### config.mk
export PLATFORM = sky130hd
export DESIGN_NAME = rshf_decide
export DESIGN_NICKNAME = d
export VERILOG_FILES = /design/src/hw/rtl/rshf_pkg.sv /design/src/hw/rtl/rshf_decide.sv
export SDC_FILE = /design/constraint.sdc
export NUM_CORES = 1
export LEC_CHECK = 0
export BUFFER_PORTS_ARGS = -buffer_cell sky130_fd_sc_hd__buf_2
export CAP_MARGIN = 20
export CELL_PAD_IN_SITES_DETAIL_PLACEMENT = 0
export CELL_PAD_IN_SITES_GLOBAL_PLACEMENT = 1
export CORE_MARGIN = 4
export CORE_UTILIZATION = 31
export CTS_BUF_LIST = sky130_fd_sc_hd__clkbuf_2 sky130_fd_sc_hd__clkbuf_4 sky130_fd_sc_hd__clkbuf_8
export DETAILED_ROUTE_END_ITERATION = 10
export GPL_ROUTABILITY_DRIVEN = 0
export PLACE_DENSITY = 0.89
export SYNTH_ARGS = -nofsm -noshare
export SYNTH_HDL_FRONTEND = slang
export SYNTH_SLANG_ARGS = --single-unit
### constraint.sdc
create_clock -name clk -period 5.16 [get_ports clk]
set_input_delay 0.516 -clock clk [delete_from_list [all_inputs] [get_ports clk]]
set_output_delay 0.516 -clock clk [all_outputs]
set_load 0.01 [all_outputs]
### src/hw/rtl/rshf_pkg.sv
// shared types and constants for the single-pixel hole fill block
package rshf_pkg;

  localparam int PIX_W          = 8;
  localparam int CFG_DATA_W     = 11;
  localparam int CFG_IDX_W      = 2;
  localparam int DEF_MAX_WIDTH  = 1024;
  localparam int DEF_MAX_HEIGHT = 1024;
  localparam int FRAME_SIZE_RST = 1024;
  localparam int OUT_FIFO_DEPTH = 3;

  typedef logic [PIX_W-1:0] pix_t;

  // configuration register indexes
  typedef enum logic [CFG_IDX_W-1:0] {
    CFG_FRAME_WIDTH  = 2'd0,
    CFG_FRAME_HEIGHT = 2'd1,
    CFG_FILL_COLOR   = 2'd2
  } cfg_idx_t;

  // input word kinds
  typedef enum logic {
    CMD_PIXEL = 1'b0,
    CMD_DRAIN = 1'b1
  } cmd_t;

  // decision controls handed from the address stage to the decide stage
  typedef struct packed {
    logic emit;
    logic left_chk;
    logic right_chk;
    logic up_chk;
    logic lower_chk;
    pix_t lower;
    logic frame_end;
  } s1_ctl_t;

  // one result word
  typedef struct packed {
    pix_t result_pixel;
    logic was_filled;
    logic frame_end;
  } res_word_t;

endpackage

### src/hw/rtl/rshf_decide.sv
// neighbour compare, fill decision and update of the decided-row store
module rshf_decide #(
  parameter int MAX_WIDTH = 1024
) (
  input  logic                          clk,
  input  logic                          rst_n,
  input  rshf_pkg::s1_ctl_t             s1,
  input  logic [$clog2(MAX_WIDTH)-1:0]  s1_col,
  input  rshf_pkg::pix_t                cur_pix,
  input  rshf_pkg::pix_t                right_pix,
  input  rshf_pkg::pix_t                up_pix,
  input  rshf_pkg::pix_t                fill_color,
  output logic                          upd_we,
  output logic [$clog2(MAX_WIDTH)-1:0]  upd_addr,
  output rshf_pkg::pix_t                upd_data,
  output logic                          push,
  output rshf_pkg::res_word_t           push_word
);
  import rshf_pkg::*;

  pix_t left_r;
  logic ok;
  logic filled;
  pix_t res;

  // every neighbour that exists must already hold the fill colour
  always_comb begin
    ok = !(s1.up_chk && (up_pix != fill_color))
      && !(s1.left_chk && (left_r != fill_color))
      && !(s1.right_chk && (right_pix != fill_color))
      && !(s1.lower_chk && (s1.lower != fill_color));
    filled = (cur_pix != fill_color) && ok;
    res    = filled ? fill_color : cur_pix;
  end

  assign upd_we                 = s1.emit;
  assign upd_addr               = s1_col;
  assign upd_data               = res;
  assign push                   = s1.emit;
  assign push_word.result_pixel = res;
  assign push_word.was_filled   = filled;
  assign push_word.frame_end    = s1.frame_end;

  // left neighbour is the last decided pixel
  always_ff @(posedge clk) begin
    if (!rst_n) begin
      left_r <= '0;
    end else if (s1.emit) begin
      left_r <= res;
    end
  end

endmodule

Word-level counts from Yosys, hierarchy flattened
Cells that the tools add are included.
{ "totals": {"ff_bits": 8, "out_inout_bits": 30} }
{ "classes": {"reduce_logical": 12, "eq_ne": 5, "muxes": 1} }
{ "op_table": {"columns": ["op", "count"], "rows": [
  ["$ne A8 B8 Y1", 5],
  ["$logic_and A1 B1 Y1", 8],
  ["$mux W8", 1],
  ["$logic_not A1 Y1", 4]
]} }

Depth between registers and ports, before layout
{ "depth": {"word_depth": 8, "mapped_depth": 11, "mapped_depth_nobuf": 6} }

Least setup slack after synthesis
OpenSTA, ideal clock, no wires.
{ "synth_timing": {"path_type": "input port to output port", "from": "input fill_color[0]", "to": "output upd_data[7]", "t_arrival_ns": 2.320, "path_stages": 10, "slack_ns": 2.324, "path_cell_list": "buf_4 xor2_1 nor4_1 nand2_1 a22oi_4 and2_1 buf_6 buf_8 mux2_4 buf_4"} }
{ "synth_lines": {"columns": ["element", "line", "source"], "rows": [
  ["start, declared", "rshf_decide.sv:12", "input rshf_pkg::pix_t fill_color,"],
  ["end, declared", "rshf_decide.sv:15", "output rshf_pkg::pix_t upd_data,"]
]} }

==> summary.txt <==
status - finished clean
wire length on met1 - 1280 µm
Final Max Slew Viols - 0
Worst Tran Pin Value - 0.692 ns
max reg flops - 8
Initial Util - 0.329
Inserted Diodes - 0
worst hold path class - register to register
CP Max Fanout - 17
ratio of cells with drive above 1 in the final layout - 0.398
Synth Register Bits - 8
total grt overflow - 0
CTS buffer count - 3
setup bufs post-CTS - 0
ANT nets after route - 0
most frequent cells in the layout - 65 x buf_2, 24 x xnor2_1, 16 x xor2_1
cell repeated most along the worst path - buf_2
met2 wire length - 1390 µm
Net count, final - 241
Cell Area, Synth - 1230 µm²
Remaining DRCs - 0
power share of the clock group - 0.309
Initial DRC Count - 24
Max IR drop VDD - 132 µV
DR top layer - met4
sequential share of the synthesized area - 0.130
initial antenna violation count - 0
CTS Root Cell - clkbuf_8
worst hold slack - 0.551 ns
via total after detailed routing - 1090
Initial DRT Pass Iterations - 4
Die Ht - 71.0 µm
CP Cell Sequence - buf_2 > xor2_1 > nor4_1 > nand2_1 > a22oi_4 > and2_1 > mux2_1 > buf_2
FMAX - 302 MHz
drt via density - 4.76
area leader, netlist - xnor2_1
die width - 71.0 µm
RSZ-0062 raised after global routing - false
top flop regs - left_r (8)
clk_skew - 0.00192 ns
DR WL met3 - 340 µm
Net Sw Power - 77.0 µW
first-pass GRT wire length - 4780 µm
gr usage total - 0.120
Final setup viols - 0
Ports - 88
CTS max path bufs - 2
htree depth - 1
Fin. Hold Viols - 0
Mapped Nets - 206
crit end category - primary output
YS warnings - 0
Layout Utilization - 0.374
max-cap violations - 0
CP required - 4.64 ns
Synth area leaders - xnor2_1 17%, buf_4 14%, dfxtp_1 13%
buffers and inverters on the worst path - 2
largest net degree at the start of global routing - 27
max incr delay on CP - 0.62 ns
Cell Pwr Density - 174 nW/µm²
CP max-delay cell - and2_1
WS Path Type - input pin to primary output
per-instance average area after synthesis - 8.31 µm²
leakage power - 0.626 nW
CP Launch Type - input pin
Netlist cell types - 22
Area Growth Syn to Fin - 13.7%
final worst path period need - 3.31 ns
CTS tree - built
cells resized by post-CTS repair - 0
Cell Int Power - 166 µW
Core Rows - 22
CP top delay family - simple AND/OR/NAND/NOR gates
cts hold-fix bufs - 0
setup TNS - 0 ns
sequential share of power - 0.286
IO Port Bufs - 65
Critical Path AT - 2.80 ns
number of global-route vias before repair - 1020
headroom to the max-slew limit - 0.539
total clock sinks - 8
Core ar. - 3740 µm²
Skew-Pair Late Insertion Delay - 0.23 ns
switching share of power - 0.317
Synth top area share - 0.171
Avg WL per Cell - 13.4 µm
Logic pwr share - 0.405
Biggest register - left_r
clock-pin transition on the worst setup and hold timing paths - 0.04 ns
cells after synthesis - 148
commonest non-fill, non-tap cell in the layout - buf_2
die area - 5040 µm²
Final period util - 0.642
Detailed Route WL - 3070 µm
## tightest hold or removal path, delay by kind of cell, from the launching register on
kind	cells	cell delay, ns
flip-flops	1	0.31
AO/OA/AOI/OAI	2	0.19
## area by class of cell
cell class,count,area [µm²]
sequential,8,160
tap,48,60.1
clock buffer,3,41.3
timing repair buffer,65,325
fill,398,2340
multi-input combinational,105,812
## power by group through the flow
stage	clock, mW	combinational (mW)	sequential (mW)
6_report	0.0751	0.0984	0.0696
4_1_cts	0.0788	0.100	0.0696
3_3_place_gp	0	0.0985	0.0706
2_1_floorplan	0	0.0813	0.0700
3_5_place_dp	0	0.0994	0.0707
5_1_grt	0.0831	0.109	0.0701
## metal layers
layer | vias up | track usage
met5 | - | 0
met2 | 53 | 0.185
li1 | 547 | -
met4 | 0 | 0.0418
met1 | 479 | 0.156
met3 | 11 | 0.0384
## worst paths after layout
path | from | end | slack (ns) | depth (start not counted)
worst min register to register | left_r[3] | left_r[3] | 0.55 | 2
worst max register to register | left_r[6] | left_r[1] | 3.12 | 6
worst max-delay path | fill_color[3] | push_word[4] | 1.85 | 8
worst min-delay path | left_r[3] | left_r[3] | 0.55 | 2
## synth_stat cells
cell / number
nor4_1: 2
xor2_1: 16
nor4_2: 2
buf_6: 3
nand2b_1: 8
and2_1: 1
buf_8: 1
dfxtp_1: 8
clkbuf_1: 3
a21oi_1: 8
nand2_1: 1
a211oi_1: 8
mux2_1: 7
o21ai_0: 11
nand4_1: 6
nor2b_1: 8
buf_2: 5
xnor2_1: 24
and3_1: 1
buf_4: 23
mux2_4: 1
a22oi_4: 1
## logic make-up after synthesis
logic type,after synthesis,synth area share
compound gates,28,0.143
mux,8,0.0763
flops,8,0.130
simple gates,29,0.156
xor+xnor,40,0.285
buf+inv,35,0.210
## stage by stage
| stage | total power, mW | setup WS [ns] | cells | instance area (µm²) |
|---|---|---|---|---|
| detailed placement | 0.170 | 1.82 | 226 | 1360 |
| global placement | 0.169 | 1.88 | 226 | 1360 |
| global route | 0.262 | 1.63 | 229 | 1400 |
| CTS | 0.248 | 1.81 | 229 | 1400 |
| floorplan | 0.151 | 2.32 | 148 | 1230 |
| finish | 0.243 | 1.85 | 229 | 1400 |
Note: power is estimated with default switching activity, not from simulation.
