`config.mk`:
```
export PLATFORM = sky130hd
export DESIGN_NAME = rshf_out_fifo
export DESIGN_NICKNAME = d
export VERILOG_FILES = /design/src/hw/rtl/rshf_pkg.sv /design/src/hw/rtl/rshf_out_fifo.sv
export SDC_FILE = /design/constraint.sdc
export NUM_CORES = 1
export LEC_CHECK = 0
export BUFFER_PORTS_ARGS = -buffer_cell sky130_fd_sc_hd__buf_2
export CAP_MARGIN = 10
export CORE_ASPECT_RATIO = 1.75
export CORE_UTILIZATION = 57
export CTS_CLUSTER_DIAMETER = 50
export DETAILED_ROUTE_END_ITERATION = 6
export PLACE_DENSITY = 0.82
export SYNTH_ARGS = -nofsm -noshare
export SYNTH_HDL_FRONTEND = slang
export SYNTH_SLANG_ARGS = --single-unit
export TNS_END_PERCENT = 10
```
`constraint.sdc`:
```
create_clock -name clk -period 2.92 [get_ports clk]
set_input_delay 0.438 -clock clk [delete_from_list [all_inputs] [get_ports clk]]
set_output_delay 0.438 -clock clk [all_outputs]
set_load 0.01 [all_outputs]
```
`src/hw/rtl/rshf_pkg.sv`:
```
// shared types and constants for the single-pixel hole fill block
package rshf_pkg;

  localparam int PIX_W          = 8;
  localparam int CFG_DATA_W     = 11;
  localparam int CFG_IDX_W      = 2;
  localparam int DEF_MAX_WIDTH  = 1024;
  localparam int DEF_MAX_HEIGHT = 1024;
  localparam int FRAME_SIZE_RST = 1024;
  localparam int OUT_FIFO_DEPTH = 3;

  typedef logic [PIX_W-1:0] pix_t;

  // configuration register indexes
  typedef enum logic [CFG_IDX_W-1:0] {
    CFG_FRAME_WIDTH  = 2'd0,
    CFG_FRAME_HEIGHT = 2'd1,
    CFG_FILL_COLOR   = 2'd2
  } cfg_idx_t;

  // input word kinds
  typedef enum logic {
    CMD_PIXEL = 1'b0,
    CMD_DRAIN = 1'b1
  } cmd_t;

  // decision controls handed from the address stage to the decide stage
  typedef struct packed {
    logic emit;
    logic left_chk;
    logic right_chk;
    logic up_chk;
    logic lower_chk;
    pix_t lower;
    logic frame_end;
  } s1_ctl_t;

  // one result word
  typedef struct packed {
    pix_t result_pixel;
    logic was_filled;
    logic frame_end;
  } res_word_t;

endpackage

```
`src/hw/rtl/rshf_out_fifo.sv`:
```
// three-word result queue that decouples the decide stage from the output
module rshf_out_fifo (
  input  logic                 clk,
  input  logic                 rst_n,
  input  logic                 push,
  input  rshf_pkg::res_word_t  push_word,
  output logic                 busy,
  output logic                 out_valid,
  input  logic                 out_stall,
  output rshf_pkg::res_word_t  out_word
);
  import rshf_pkg::*;

  localparam int DEPTH = OUT_FIFO_DEPTH;
  localparam int PTR_W = $clog2(DEPTH);
  localparam int CNT_W = $clog2(DEPTH+1);

  res_word_t        entry_r [DEPTH];
  logic [PTR_W-1:0] head_r, tail_r;
  logic [CNT_W-1:0] cnt_r;
  logic             pop;

  assign out_valid = (cnt_r != '0);
  assign out_word  = entry_r[head_r];
  assign pop       = out_valid && !out_stall;
  // room for the word in the decide stage plus one more
  assign busy      = ((CNT_W+1)'(cnt_r) + (CNT_W+1)'(push)) >= (CNT_W+1)'(DEPTH);

  // pointers and fill level
  always_ff @(posedge clk) begin
    if (!rst_n) begin
      head_r <= '0;
      tail_r <= '0;
      cnt_r  <= '0;
    end else begin
      if (push) begin
        tail_r <= (tail_r == PTR_W'(DEPTH-1)) ? '0 : PTR_W'(tail_r + PTR_W'(1));
      end
      if (pop) begin
        head_r <= (head_r == PTR_W'(DEPTH-1)) ? '0 : PTR_W'(head_r + PTR_W'(1));
      end
      if (push && !pop) begin
        cnt_r <= CNT_W'(cnt_r + CNT_W'(1));
      end else if (pop && !push) begin
        cnt_r <= CNT_W'(cnt_r - CNT_W'(1));
      end
    end
  end

  // word storage
  always_ff @(posedge clk) begin
    if (push) begin
      entry_r[tail_r] <= push_word;
    end
  end

  a_no_overflow: assert property (@(posedge clk) disable iff (!rst_n)
    push |-> ((cnt_r < CNT_W'(DEPTH)) || pop))
    else $error("result queue overflow");

  a_level_bound: assert property (@(posedge clk) disable iff (!rst_n)
    cnt_r <= CNT_W'(DEPTH))
    else $error("result queue level out of range");

endmodule

```
== Yosys cells after proc, flatten, opt, wreduce, memory -nomap -nowiden ==
Memory sizes are Yosys's and may differ from the RTL's. A register that Yosys moved wholly into a read port is not among the register bits.
Index checks and enable logic that the tools add are counted.

* Add/subtract/negate cells: 5
* Order comparisons: 1
* Eq/ne operators: 2
* Muxes and demuxes: 8
* Reductions and logical operators: 8

{| class="wikitable"
|+ Operators with widths
! cell !! number
|-
| two-way mux 2 bit || 6
|-
| adder 2 x 1 -> 2 bit, second input constant || 3
|-
| equality test 2 bit, second input constant || 2
|-
| nonzero test 2 bit || 2
|-
| adder 2 x 1 -> 3 bit || 1
|-
| >= comparator 3 x 2 -> 1 bit, second input constant || 1
|-
| logical AND 1 bit || 3
|-
| logical NOT 1 bit || 3
|-
| two-way mux 1 bit || 2
|-
| subtractor 2 x 1 -> 2 bit, second input constant || 1
|}

* Register bits after elaboration: 6
* RAM bits: 30
* Bits of input ports: 14
* Output and inout port bits: 12
* Word-level logic and storage cells: 28
* Memories kept: 1

{| class="wikitable"
|+ Memory list
! memory !! depth !! width !! read ports !! clocked after memory_dff !! write ports !! line !! source
|-
| entry_r || 3 || 10 || 1 || 1 || 1 || rshf_out_fifo.sv:18 || <nowiki>res_word_t entry_r [DEPTH];</nowiki>
|}

== Depth between registers and ports, before layout ==
* Word-level depth: 5
* Depth in mapped cells: 5
* Mapped depth without buffers: 5

== Least setup slack after synthesis ==
OpenSTA, ideal clock, no wires.

* Path kind: in2reg
* Start point: input port push
* End point: memory entry_r[0][0] (netlist name), enable pin
* Setup time: 0.395 ns
* Data arrival time: 1.305 ns
* Required time: 2.525 ns
* Setup slack: 1.221 ns
* Stages on the path: 1
* Buffers on the path: 0
* Cell sequence: nor3b_1

* Cells in the longest elaborated chain, start to end: 2

{| class="wikitable"
|+ RTL lines
! item !! line !! source
|-
| start, declared || rshf_out_fifo.sv:5 || <nowiki>input logic push,</nowiki>
|-
| two-way mux 1 bit || rshf_out_fifo.sv:52 || <nowiki>if (push) begin</nowiki>
|-
| two-way mux 1 bit (not written as such) || rshf_out_fifo.sv:53 || <nowiki>entry_r[tail_r] <= push_word;</nowiki>
|-
| end, declared || rshf_out_fifo.sv:18 ||
|}

Every way passes these cells.

==> flow_summary.ini <==
[status]
status = finished, final reports clean

[timing]
relSlewSlack_pct = 42.57
period_share_pct = 67.24
tightest_slew_ps = 858.3
setup_viol = 0
tns_ps = 0
rsz0062_at_grt = false
hold_viol_final = 0
drv_slew = 0
clock_skew_ps = 5.844
period_minus_slack_ps = 1963
fmax_ghz = 0.5093

[setup_path]
crit_path_end_kind = output port
cp_slowest_cell = dfxtp_1
critPathRequiredTime_ps = 2480
path_max_fanout = 10
worstPathArrival_ps = 1530
start_kind = register
timing.rr.start = cnt_r[0]
cpLargestDelayFamily = flip-flops
path_buf_inv = 1
worst_path_largest_cell_delay_ps = 700
worstPathCellList = mux2i_1 -> o21ai_1 -> buf_2
crit_type = reg -> out

[placed_design]
place_area_um2 = 1613
dp.final_hpwl_um = 1753
port_buffers = 25
gp_congestion = 0.6514
post-place-cells = 147

[cts]
numCtsBuffers = 5
root_buffer = clkbuf_8
post_cts_resized = 0
cts_tree = built
cts_sinks = 38
clk_transition_reported_paths_ps = 70
cts_buffer_depth = 2
worstSkewPairLatency_ps = 290
post_cts_buffers = 0
postCtsHoldBufs = 0
cts_htree_levels = 2

[drt]
drc_errors = 0
wl_um = 2412
wl_per_cell_um = 15.56
viasPerCell = 5.548
first_pass_iters = 4
via_count = 860
ant_nets = 0
dr.first_iter.drc_count = 22

[cells_and_area]
final_area_um2 = 1703
stdcell_count = 155
antenna_cells = 0
nNetsFinal = 146
multi_input_comb_area_um2 = 380.4
syn_to_final_growth_pct = 17.13
fillers = 168
drive_gt1_share_pct = 26.15
post-route-util_pct = 72.16
register_area_um2 = 1061

[logic_synthesis]
yosysMostFrequentCell = edfxtp_1
synth_edf_count = 30
syn_area_um2 = 1454
synth_ff_type = edfxtp_1
syn_nets = 115
synthCells = 98
avgSynthCellArea_um2 = 14.84
synth_area_leaders = edfxtp_1 62%, dfxtp_1 11%, mux2i_1 6.9%
ys_types = 22
ys_seq_area_share_pct = 72.98
ys_warn_count = 0
ys_seq_elements = 38
async_reset_ff_share_pct = 0
synth_top_area_share_pct = 61.96
synth_common_cells = 30 x edfxtp_1, 14 x nand2_1, 10 x mux2i_1
yosys.area.top_type = edfxtp_1

[global_routing]
grt_pass1_vias = 821
grt_max_degree = 21
antenna_found_initial = 0
grt_usage_pct = 21.54
grt_pass1_wl_um = 3629
overflow = 0

[min_path]
min_path_type = in -> reg
hp-start = push_word[5]

[power_and_ir_drop]
vdd_drop_max_v = 0.0006710
p_leak_nw = 0.6307
power-per-cell-area_nw_per_um2 = 773.9
power_w = 0.001318

[floorplan]
start_util_pct = 61.61
core_um2 = 2360
io_pins = 26
die_h_um = 68.81
die_w_um = 40.18
fp-row-count = 23
die_area_um2 = 2764

[flow_run]
cap_violations = 0
==> cell usage in the layout (no fill, tap or decap) <==
cell      count
and2_1        1
o21a_1        2
or3b_1        1
o21ai_1       3
a21boi_1      3
clkbuf_8      6
or2_1         1
buf_2        25
nand2_1      14
edfxtp_1     30
nor2b_1       2
o21ai_0       8
nor2_1        2
ha_1          3
clkbuf_1      2
nor3b_1       1
buf_4         2
a21o_1        1
xnor2_1       1
dfxtp_1       8
o21bai_2      1
mux2i_1      10
xor2_1        1
or3_1         2
==> path summary, 6_finish.rpt <==
path | endpoint | slack [ps] | depth (start not counted)
worst max-delay path | out_word[5] | 960 | 3
worst min-delay path | entry_r[2][5] | 350 | 1
worst max register to register | cnt_r[1] | 1400 | 4
worst min register to register | register | 480 | 2
==> power breakdown <==
group	leakage, nW	internal (W)	switching, W
logic	0.242	0.000140	0.000128
registers	0.343	0.000632	0.0000626
clock network	0.0455	0.000192	0.000163
==> flip-flops by register name, indices dropped and copies added, names as in the netlist, named ones only <==
name     flops
entry_r     30
cnt_r        2
head_r       2
tail_r       2
==> kinds of logic after synthesis <==
logic type	after synthesis	synth area share (%)
AOI/OAI and AO/OA	18	7.659
buffers and inverters	3	0.8604
adders and majority gates	3	2.582
and+or+nand+nor	24	7.832
DFF	38	72.98
muxes	10	6.885
xor gates and xnor gates	2	1.205
==> stage by stage <==
step / hold slack (ps) / setup slack, ps
6_report: 351.7 / 956.7
5_1_grt: 348.0 / 842.3
4_1_cts: 341.5 / 906.8
3_5_place_dp: 483.8 / 1122
3_3_place_gp: 467.5 / 1157
2_1_floorplan: 451.0 / 1221
==> area by class of cell <==
class | instances | share of cell area, %
flip-flops and latches | 38 | 62.31
multi-input cells | 57 | 22.34
repair buffers | 27 | 8.229
clock buffers | 8 | 5.290
well taps | 25 | 1.837
==> metal layers <==
layer / global-route usage [%] / vias up / wire (um)
met2: 35.08 / 31 / 1300
met5: 0 / - / 0
li1: - / 419 / -
met1: 20.71 / 402 / 887
met3: 8.654 / 8 / 134
met4: 15.42 / 0 / 89
Power figures use the tool's default switching activity.
