--- config.mk ---
export PLATFORM = sky130hd
export DESIGN_NAME = rshf_ctrl
export DESIGN_NICKNAME = d
export VERILOG_FILES = /design/src/hw/rtl/rshf_pkg.sv /design/src/hw/rtl/rshf_ctrl.sv
export SDC_FILE = /design/constraint.sdc
export NUM_CORES = 1
export LEC_CHECK = 0
export ABC_AREA = 1
export BUFFER_PORTS_ARGS = -buffer_cell sky130_fd_sc_hd__clkbuf_2
export CORE_ASPECT_RATIO = 0.6
export CORE_MARGIN = 4
export CORE_UTILIZATION = 40
export DETAILED_ROUTE_END_ITERATION = 16
export SLEW_MARGIN = 10
export SYNTH_ARGS = -nofsm -noshare
export SYNTH_HDL_FRONTEND = slang
export SYNTH_SLANG_ARGS = --single-unit
--- constraint.sdc ---
create_clock -name clk -period 9.2 [get_ports clk]
set_clock_uncertainty 0.15 [all_clocks]
set_input_delay 0.46 -clock clk [delete_from_list [all_inputs] [get_ports clk]]
set_output_delay 0.46 -clock clk [all_outputs]
set_load 0.01 [all_outputs]
--- src/hw/rtl/rshf_pkg.sv ---
// shared types and constants for the single-pixel hole fill block
package rshf_pkg;

  localparam int PIX_W          = 8;
  localparam int CFG_DATA_W     = 11;
  localparam int CFG_IDX_W      = 2;
  localparam int DEF_MAX_WIDTH  = 1024;
  localparam int DEF_MAX_HEIGHT = 1024;
  localparam int FRAME_SIZE_RST = 1024;
  localparam int OUT_FIFO_DEPTH = 3;

  typedef logic [PIX_W-1:0] pix_t;

  // configuration register indexes
  typedef enum logic [CFG_IDX_W-1:0] {
    CFG_FRAME_WIDTH  = 2'd0,
    CFG_FRAME_HEIGHT = 2'd1,
    CFG_FILL_COLOR   = 2'd2
  } cfg_idx_t;

  // input word kinds
  typedef enum logic {
    CMD_PIXEL = 1'b0,
    CMD_DRAIN = 1'b1
  } cmd_t;

  // decision controls handed from the address stage to the decide stage
  typedef struct packed {
    logic emit;
    logic left_chk;
    logic right_chk;
    logic up_chk;
    logic lower_chk;
    pix_t lower;
    logic frame_end;
  } s1_ctl_t;

  // one result word
  typedef struct packed {
    pix_t result_pixel;
    logic was_filled;
    logic frame_end;
  } res_word_t;

endpackage

--- src/hw/rtl/rshf_ctrl.sv ---
// raster counters, row-store addressing and decision controls for each word
module rshf_ctrl #(
  parameter int MAX_WIDTH  = 1024,
  parameter int MAX_HEIGHT = 1024
) (
  input  logic                                clk,
  input  logic                                rst_n,
  input  logic                                in_valid,
  input  logic                                in_stall,
  input  logic                                in_cmd,
  input  rshf_pkg::pix_t                      in_pixel_value,
  input  logic [$clog2(MAX_WIDTH+1)-1:0]      frame_width,
  input  logic [$clog2(MAX_HEIGHT+1)-1:0]     frame_height,
  output logic [$clog2(MAX_WIDTH)-1:0]        col_sel,
  output logic [$clog2(MAX_WIDTH)-1:0]        col_right,
  output logic                                pend_we,
  output rshf_pkg::s1_ctl_t                   s1_r,
  output logic [$clog2(MAX_WIDTH)-1:0]        s1_col_r
);
  import rshf_pkg::*;

  localparam int COL_W = $clog2(MAX_WIDTH);
  localparam int WSZ_W = $clog2(MAX_WIDTH+1);
  localparam int ROW_W = $clog2(MAX_HEIGHT+1);

  logic [COL_W-1:0] in_col_r, in_col_nxt;
  logic [COL_W-1:0] out_col_r, out_col_nxt;
  logic [ROW_W-1:0] in_row_r, in_row_nxt;
  logic             out_row_nz_r, out_row_nz_nxt;
  logic [COL_W-1:0] ic, oc;
  logic             ic_last, oc_last;
  logic             row_live;
  logic             acc;
  logic             is_drain;
  s1_ctl_t          s1_nxt;

  // next raster position and decision controls
  always_comb begin
    acc      = in_valid && !in_stall;
    is_drain = (cmd_t'(in_cmd) == CMD_DRAIN);
    ic       = (WSZ_W'(in_col_r) >= frame_width) ? '0 : in_col_r;
    oc       = (WSZ_W'(out_col_r) >= frame_width) ? '0 : out_col_r;
    ic_last  = (WSZ_W'(ic) + WSZ_W'(1)) >= frame_width;
    oc_last  = (WSZ_W'(oc) + WSZ_W'(1)) >= frame_width;
    row_live = in_row_r < frame_height;

    in_col_nxt     = ic;
    out_col_nxt    = oc;
    in_row_nxt     = in_row_r;
    out_row_nz_nxt = out_row_nz_r;
    s1_nxt         = '0;
    col_sel        = ic;
    pend_we        = 1'b0;

    if (!is_drain) begin
      if (row_live) begin
        // decide the pixel above, then store this one into the pending row
        pend_we          = acc;
        s1_nxt.emit      = (in_row_r != '0);
        s1_nxt.left_chk  = (ic != '0);
        s1_nxt.right_chk = !ic_last;
        s1_nxt.up_chk    = (in_row_r > ROW_W'(1));
        s1_nxt.lower_chk = 1'b1;
        s1_nxt.lower     = in_pixel_value;
        if (in_row_r != '0) begin
          out_row_nz_nxt = (in_row_r > ROW_W'(1));
          out_col_nxt    = ic;
        end
        if (ic_last) begin
          in_col_nxt  = '0;
          in_row_nxt  = in_row_r + ROW_W'(1);
          out_col_nxt = '0;
          if (in_row_nxt >= frame_height) begin
            out_row_nz_nxt = 1'b1;
          end
        end else begin
          in_col_nxt = COL_W'(ic + COL_W'(1));
        end
      end
    end else begin
      col_sel = oc;
      if (!row_live) begin
        // release one pixel of the last row
        s1_nxt.emit      = 1'b1;
        s1_nxt.left_chk  = (oc != '0);
        s1_nxt.right_chk = !oc_last;
        s1_nxt.up_chk    = out_row_nz_r;
        s1_nxt.frame_end = oc_last;
        if (oc_last) begin
          in_col_nxt     = '0;
          out_col_nxt    = '0;
          in_row_nxt     = '0;
          out_row_nz_nxt = 1'b0;
        end else begin
          out_col_nxt = COL_W'(oc + COL_W'(1));
        end
      end
    end

    col_right = COL_W'(col_sel + COL_W'(1));
  end

  // raster state and stage-one controls
  always_ff @(posedge clk) begin
    if (!rst_n) begin
      in_col_r     <= '0;
      out_col_r    <= '0;
      in_row_r     <= '0;
      out_row_nz_r <= 1'b0;
      s1_r         <= '0;
    end else begin
      if (acc) begin
        in_col_r     <= in_col_nxt;
        out_col_r    <= out_col_nxt;
        in_row_r     <= in_row_nxt;
        out_row_nz_r <= out_row_nz_nxt;
      end
      s1_r <= acc ? s1_nxt : '0;
    end
  end

  // column address of the word in the decide stage
  always_ff @(posedge clk) begin
    s1_col_r <= col_sel;
  end

  // the last drain word of a frame rewinds the raster
  a_frame_rewind: assert property (@(posedge clk) disable iff (!rst_n)
    (acc && is_drain && !row_live && oc_last) |=> (in_row_r == '0 && in_col_r == '0))
    else $error("raster not rewound after frame end");

endmodule

Word-level counts from Yosys, hierarchy flattened. Index checks and enable logic that the tools add are counted. W data, S select, Z words.

Bitwise operators: 4. Reduce and logical (&&, ||, !) cells: 16. Muxes and demuxes: 31. $lt $le $gt $ge: 7. Add/subtract/negate cells: 6. Equality and inequality tests: 1.

Operator list (number): $mux W10 (14); $mux W11 (5); $ge A11 B11 Y1 (3); $add A10 B1 Y10 const B (3); $add A10 B1 Y11 const B (2); $ge A10 B11 Y1 (2); $reduce_bool A10 Y1 (2); $mux W13 (1); $add A11 B1 Y11 const B (1); $gt A11 B1 Y1 const B (1); $lt A11 B11 Y1 (1); $reduce_bool A11 Y1 (1); $mux W1 (9); $mux W4 (2); $reduce_or A4 Y1 (2); $reduce_bool A2 Y1 (3); $reduce_and A5 Y1 (1); $not A1 Y1 (4); $reduce_and A4 Y1 (1); $logic_not A1 Y1 (3); $reduce_or A3 Y1 (1); $ne A2 B2 Y1 const B (1); $reduce_and A2 Y1 (1); $logic_and A1 B1 Y1 (1).

Input bits: 35. Output and inout bits: 45. Flip-flop bits (word level): 56. Word-level logic and storage cells: 77.

Depth between registers and ports, before layout.
Depth after elaboration: 7. Mapped depth: 32. Mapped depth without buffers: 31.

Least setup slack after synthesis. No wires, ideal clock.

Path type: input-to-reg. Start point: input port frame_width[9]. End point: register in_row_r[10]. Path slack: 5.079 ns. Data arrival time: 3.854 ns. Setup time: 0.117 ns. Cell stages on the path: 30. Path buffers: 2. Cells stage by stage: inv_1 -> ha_1 -> nand2_1 -> inv_2 -> nand2_1 -> inv_1 -> nand2_1 -> nand2_2 -> nor2_8 -> buf_8 -> nand2_4 -> inv_2 -> ha_1 -> nand3_4 -> nor2_4 -> nand3_1 -> and2_1 -> ha_1 -> nand2_1 -> o21ai_0 -> nand2_1 -> nand4_1 -> nand2_1 -> nand2_1 -> nand3_1 -> nor2_1 -> inv_1 -> buf_2 -> a21oi_1 -> nor2_1.

Longest elaborated chain between the ends: 6.

RTL lines: from (decl) (line rshf_ctrl.sv:12) `input logic [$clog2(MAX_WIDTH+1)-1:0] frame_width,`; $ge A10 B11 Y1, on equally long branches (line rshf_ctrl.sv:42, rshf_ctrl.sv:41); $mux W10, on equally long branches (line rshf_ctrl.sv:42, rshf_ctrl.sv:41); $add A10 B1 Y11, on equally long branches (line rshf_ctrl.sv:44, rshf_ctrl.sv:43); $ge A11 B11 Y1, on equally long branches (line rshf_ctrl.sv:44, rshf_ctrl.sv:43); $reduce_bool A2 Y1 (no line); $reduce_and A5 Y1 (no line) *; to (signal assigned) (line rshf_ctrl.sv:115) `in_row_r <= in_row_nxt;`; to (decl) (line rshf_ctrl.sv:28) `logic [ROW_W-1:0] in_row_r, in_row_nxt;`.

Every way passes the cells marked *; elsewhere a longest branch is shown, timed or not. A chain may end at the register's enable or synchronous reset.

Final worst setup path.
Start point: register out_col_r[2]. End point: register in_row_r[1].

Longest elaborated chain between the ends: 6.

RTL lines: from (decl) (line rshf_ctrl.sv:27) `logic [COL_W-1:0] out_col_r, out_col_nxt;`; from (signal assigned) (line rshf_ctrl.sv:114) `out_col_r <= out_col_nxt;`; $ge A10 B11 Y1 (line rshf_ctrl.sv:42) `oc = (WSZ_W'(out_col_r) >= frame_width) ? '0 : out_col_r;`; $mux W10 * (line rshf_ctrl.sv:42); $add A10 B1 Y11 * (line rshf_ctrl.sv:44) `oc_last = (WSZ_W'(oc) + WSZ_W'(1)) >= frame_width;`; $ge A11 B11 Y1 * (line rshf_ctrl.sv:44); $reduce_bool A2 Y1 (no line) *; $reduce_and A5 Y1 (no line) *.

Marked as above.

==> results_dict.tcl <==
set metrics [dict create \
    ant_nets 0 \
    row_count 32 \
    ctsResizeCount 0 \
    fin_cells 1054 \
    critPathKind "flop to flop" \
    ys_async_sr_fraction 0 \
    grt_usage 0.2221 \
    synth.top_cells.by_area "dfxtp_1 21%, ha_1 17%, nand2_1 13%, inv_1 8.1%, nor2_1 6.1%" \
    arrival_ns 5.18 \
    core_mm2 0.01293 \
    drc 0 \
    hold_viol 0 \
    start_util 0.4110 \
    finalSetupViolations 0 \
    final_util 0.4651 \
    synth_adder_area_share 0.1695 \
    worst_slew_pin_slew_ns 0.7725 \
    cts.path.max_buffers 2 \
    antenna_found_initial 0 \
    p_per_area_mw_per_mm2 120.9 \
    clk_latency_ns 0.30 \
    crit_path_start "out_col_r[2]" \
    postCtsSetupRepairBufs 0 \
    synth_top_family_by_area "simple AND/OR/NAND/NOR gates" \
    netlist.area_leader.share 0.2109 \
    setup_tns_ns 0 \
    endpoint_kind "flop" \
    cts_tree "done" \
    cts_sinks 56 \
    cap_violations 0 \
    syn_area_mm2 0.005315 \
    timing.rr.start "out_col_r[2]" \
    vias 5551 \
    dpl.cell_count 1046 \
    rsz0062_at_grt "no" \
    cts_buffers 5 \
    die_width_um 156.8 \
    grt_pass1_vias 5064 \
    synth-simple-area-share 0.3611 \
    grt_pass1_wl_um 26950 \
    syn_to_final_growth_pct 13.16 \
    hp-class "input port to flop" \
    synth_largest_area_cell "dfxtp_1" \
    io_buffers 79 \
    gp_congestion 0.9300 \
    period_minus_slack_ns 5.090 \
    syn_nets 919 \
    hold_ws_ns 0.1935 \
    postCtsHoldBufs 0 \
    hp-start "in_pixel_value[3]" \
    postSynthAreaPerCell_um2 6.546 \
    h-tree-depth 2 \
    max_freq_mhz 196.5 \
    overflow 0 \
    drive_above_1_share 0.1663 \
    routed_wl_um 16970 \
    synth_edf_count 0 \
    antenna_cells 0 \
    required_ns 9.29 \
    grt_start_max_net_pins 38 \
    synth_mux_area_frac 0 \
    maxSlewHeadroom 0.4845 \
    synth_xor_area_frac 0.02919 \
    io_pins 80 \
    drtIter0Drc 485 \
    design.die.area_mm2 0.01526 \
    fillers 1378 \
    drv_slew 0 \
    status "finished clean" \
    finish.net_count 990 \
    cts_root_buf "clkbuf_16" \
    dp_hpwl_um 13610 \
    ys.flop_type "dfxtp_1" \
    dr.pass1.iters 5 \
    post_synth_num_cell_types 46 \
    ys_ff_latch 56 \
    wire_per_inst_um 16.10 \
    ir_drop_uv 80.80 \
    p_leak_uw 0.003379 \
    period_share 0.5532 \
    vias_per_cell 5.267 \
    seq_area_frac_synth 0.2109 \
    cp_max_fo 15 \
    die_h_um 97.29 \
    yosys_warnings 0 \
    synth_compound_area_frac 0.1210 \
    path_clk_slew_ns 0.08 \
    critPathLaunchType "flop" \
    synthCells 812 \
]
-- kinds of logic after synthesis --
| kind of cell | count (synthesis) |
|---|---|
| simple gates | 407 |
| buf+inv | 144 |
| compound gates | 117 |
| fa+ha+maj | 72 |
| flops | 56 |
| xor+xnor | 16 |
-- layout by cell type (no fill, tap or decap), types with 16 or more instances in the layout --
cell / n
nand2_1: 185
inv_1: 115
nor2_1: 85
clkbuf_2: 79
ha_1: 72
dfxtp_1: 56
nand3_1: 51
a21oi_1: 49
o21ai_0: 43
nand4_1: 25
nand2_2: 16
-- worst max-delay path, stage by stage, from the launching register on --
cell and delay [ns]:
dfxtp_1 0.57, ha_1 0.34, a21oi_1 0.13, nand2_1 0.06, nand2_1 0.07, nand2_2 0.08, nor2_8 0.28, nand2_4 0.14
inv_2 0.15, ha_1 0.23, nand3_4 0.10, nor2_4 0.18, nand2_1 0.10, nor4b_1 0.29, ha_1 0.31, a21oi_1 0.18
o21a_1 0.14, nand4_1 0.22, nand2_1 0.29, nand2_1 0.14, nand3_1 0.15, nor2_1 0.05, buf_4 0.17, inv_1 0.30
a21oi_1 0.07, nor2_1 0.12
-- cells in the mapped netlist (3+ instances only) --
cell,n
inv_2,11
o21ai_0,43
ha_1,72
o22ai_1,3
xor2_1,12
nand3_2,3
nand3_1,51
nor2_2,4
o21ai_2,5
nand2_1,185
nor4_1,3
and2_1,8
nor2_4,3
buf_2,6
o211ai_1,4
nor3_1,5
nand3b_1,3
nand2_4,4
a31oi_1,4
dfxtp_1,56
clkbuf_1,7
nand4_1,25
a21oi_1,49
nor2_8,3
inv_1,115
o21a_1,3
nand2_2,16
nor2_1,86
-- cell type report --
type,count,area [µm²],area share
clock buffer,5,125.1,0.02080
clock inverter,3,46.29,0.007697
inverter,127,478.0,0.07947
multi-input combinational,612,3621,0.6020
sequential,56,1121,0.1864
tap,170,212.7,0.03537
timing repair buffer,81,410.4,0.06823
-- through the flow --
stage | power [µW] | cell area (µm²) | worst slack [ns]
4_1_cts | 726.7 | 6015 | 4.264
6_report | 727.3 | 6015 | 4.110
3_5_place_dp | 493.9 | 5843 | 4.030
3_3_place_gp | 495.9 | 5843 | 4.061
2_1_floorplan | 423.6 | 5315 | 5.079
5_1_grt | 771.4 | 6015 | 3.692
-- flip-flops by register name, indices dropped and copies added, names as in the netlist --
name	count
in_row_r	11
out_row_nz_r	1
s1_r	14
in_col_r	10
s1_col_r	10
out_col_r	10
-- worst paths after layout --
kind | to | slack [ns] | depth (start not counted)
setup / recovery | in_row_r[1] | 4.11 | 25
hold / removal | s1_r[4] | 0.19 | 3
setup reg to reg | in_row_r[1] | 4.11 | 25
hold reg to reg | out_row_nz_r | 0.35 | 2
-- per-layer routing --
| layer | up-vias | share of wire | GRT usage |
|---|---|---|---|
| met5 | - | 0 | 0 |
| met2 | 311 | 0.33 | 0.2691 |
| li1 | 2791 | - | - |
| met4 | 0 | 0.0055 | 0.03000 |
| met3 | 9 | 0.13 | 0.06409 |
| met1 | 2440 | 0.53 | 0.3752 |
-- power breakdown --
part           total [µW]  internal [µW]  leakage (µW)  switching, µW
clock network         232            130     0.0000857            101
logic                 224           75.3       0.00284            149
registers             272            255      0.000458           16.8
total                 727            461       0.00338            267
Power figures use the tool's default switching activity.
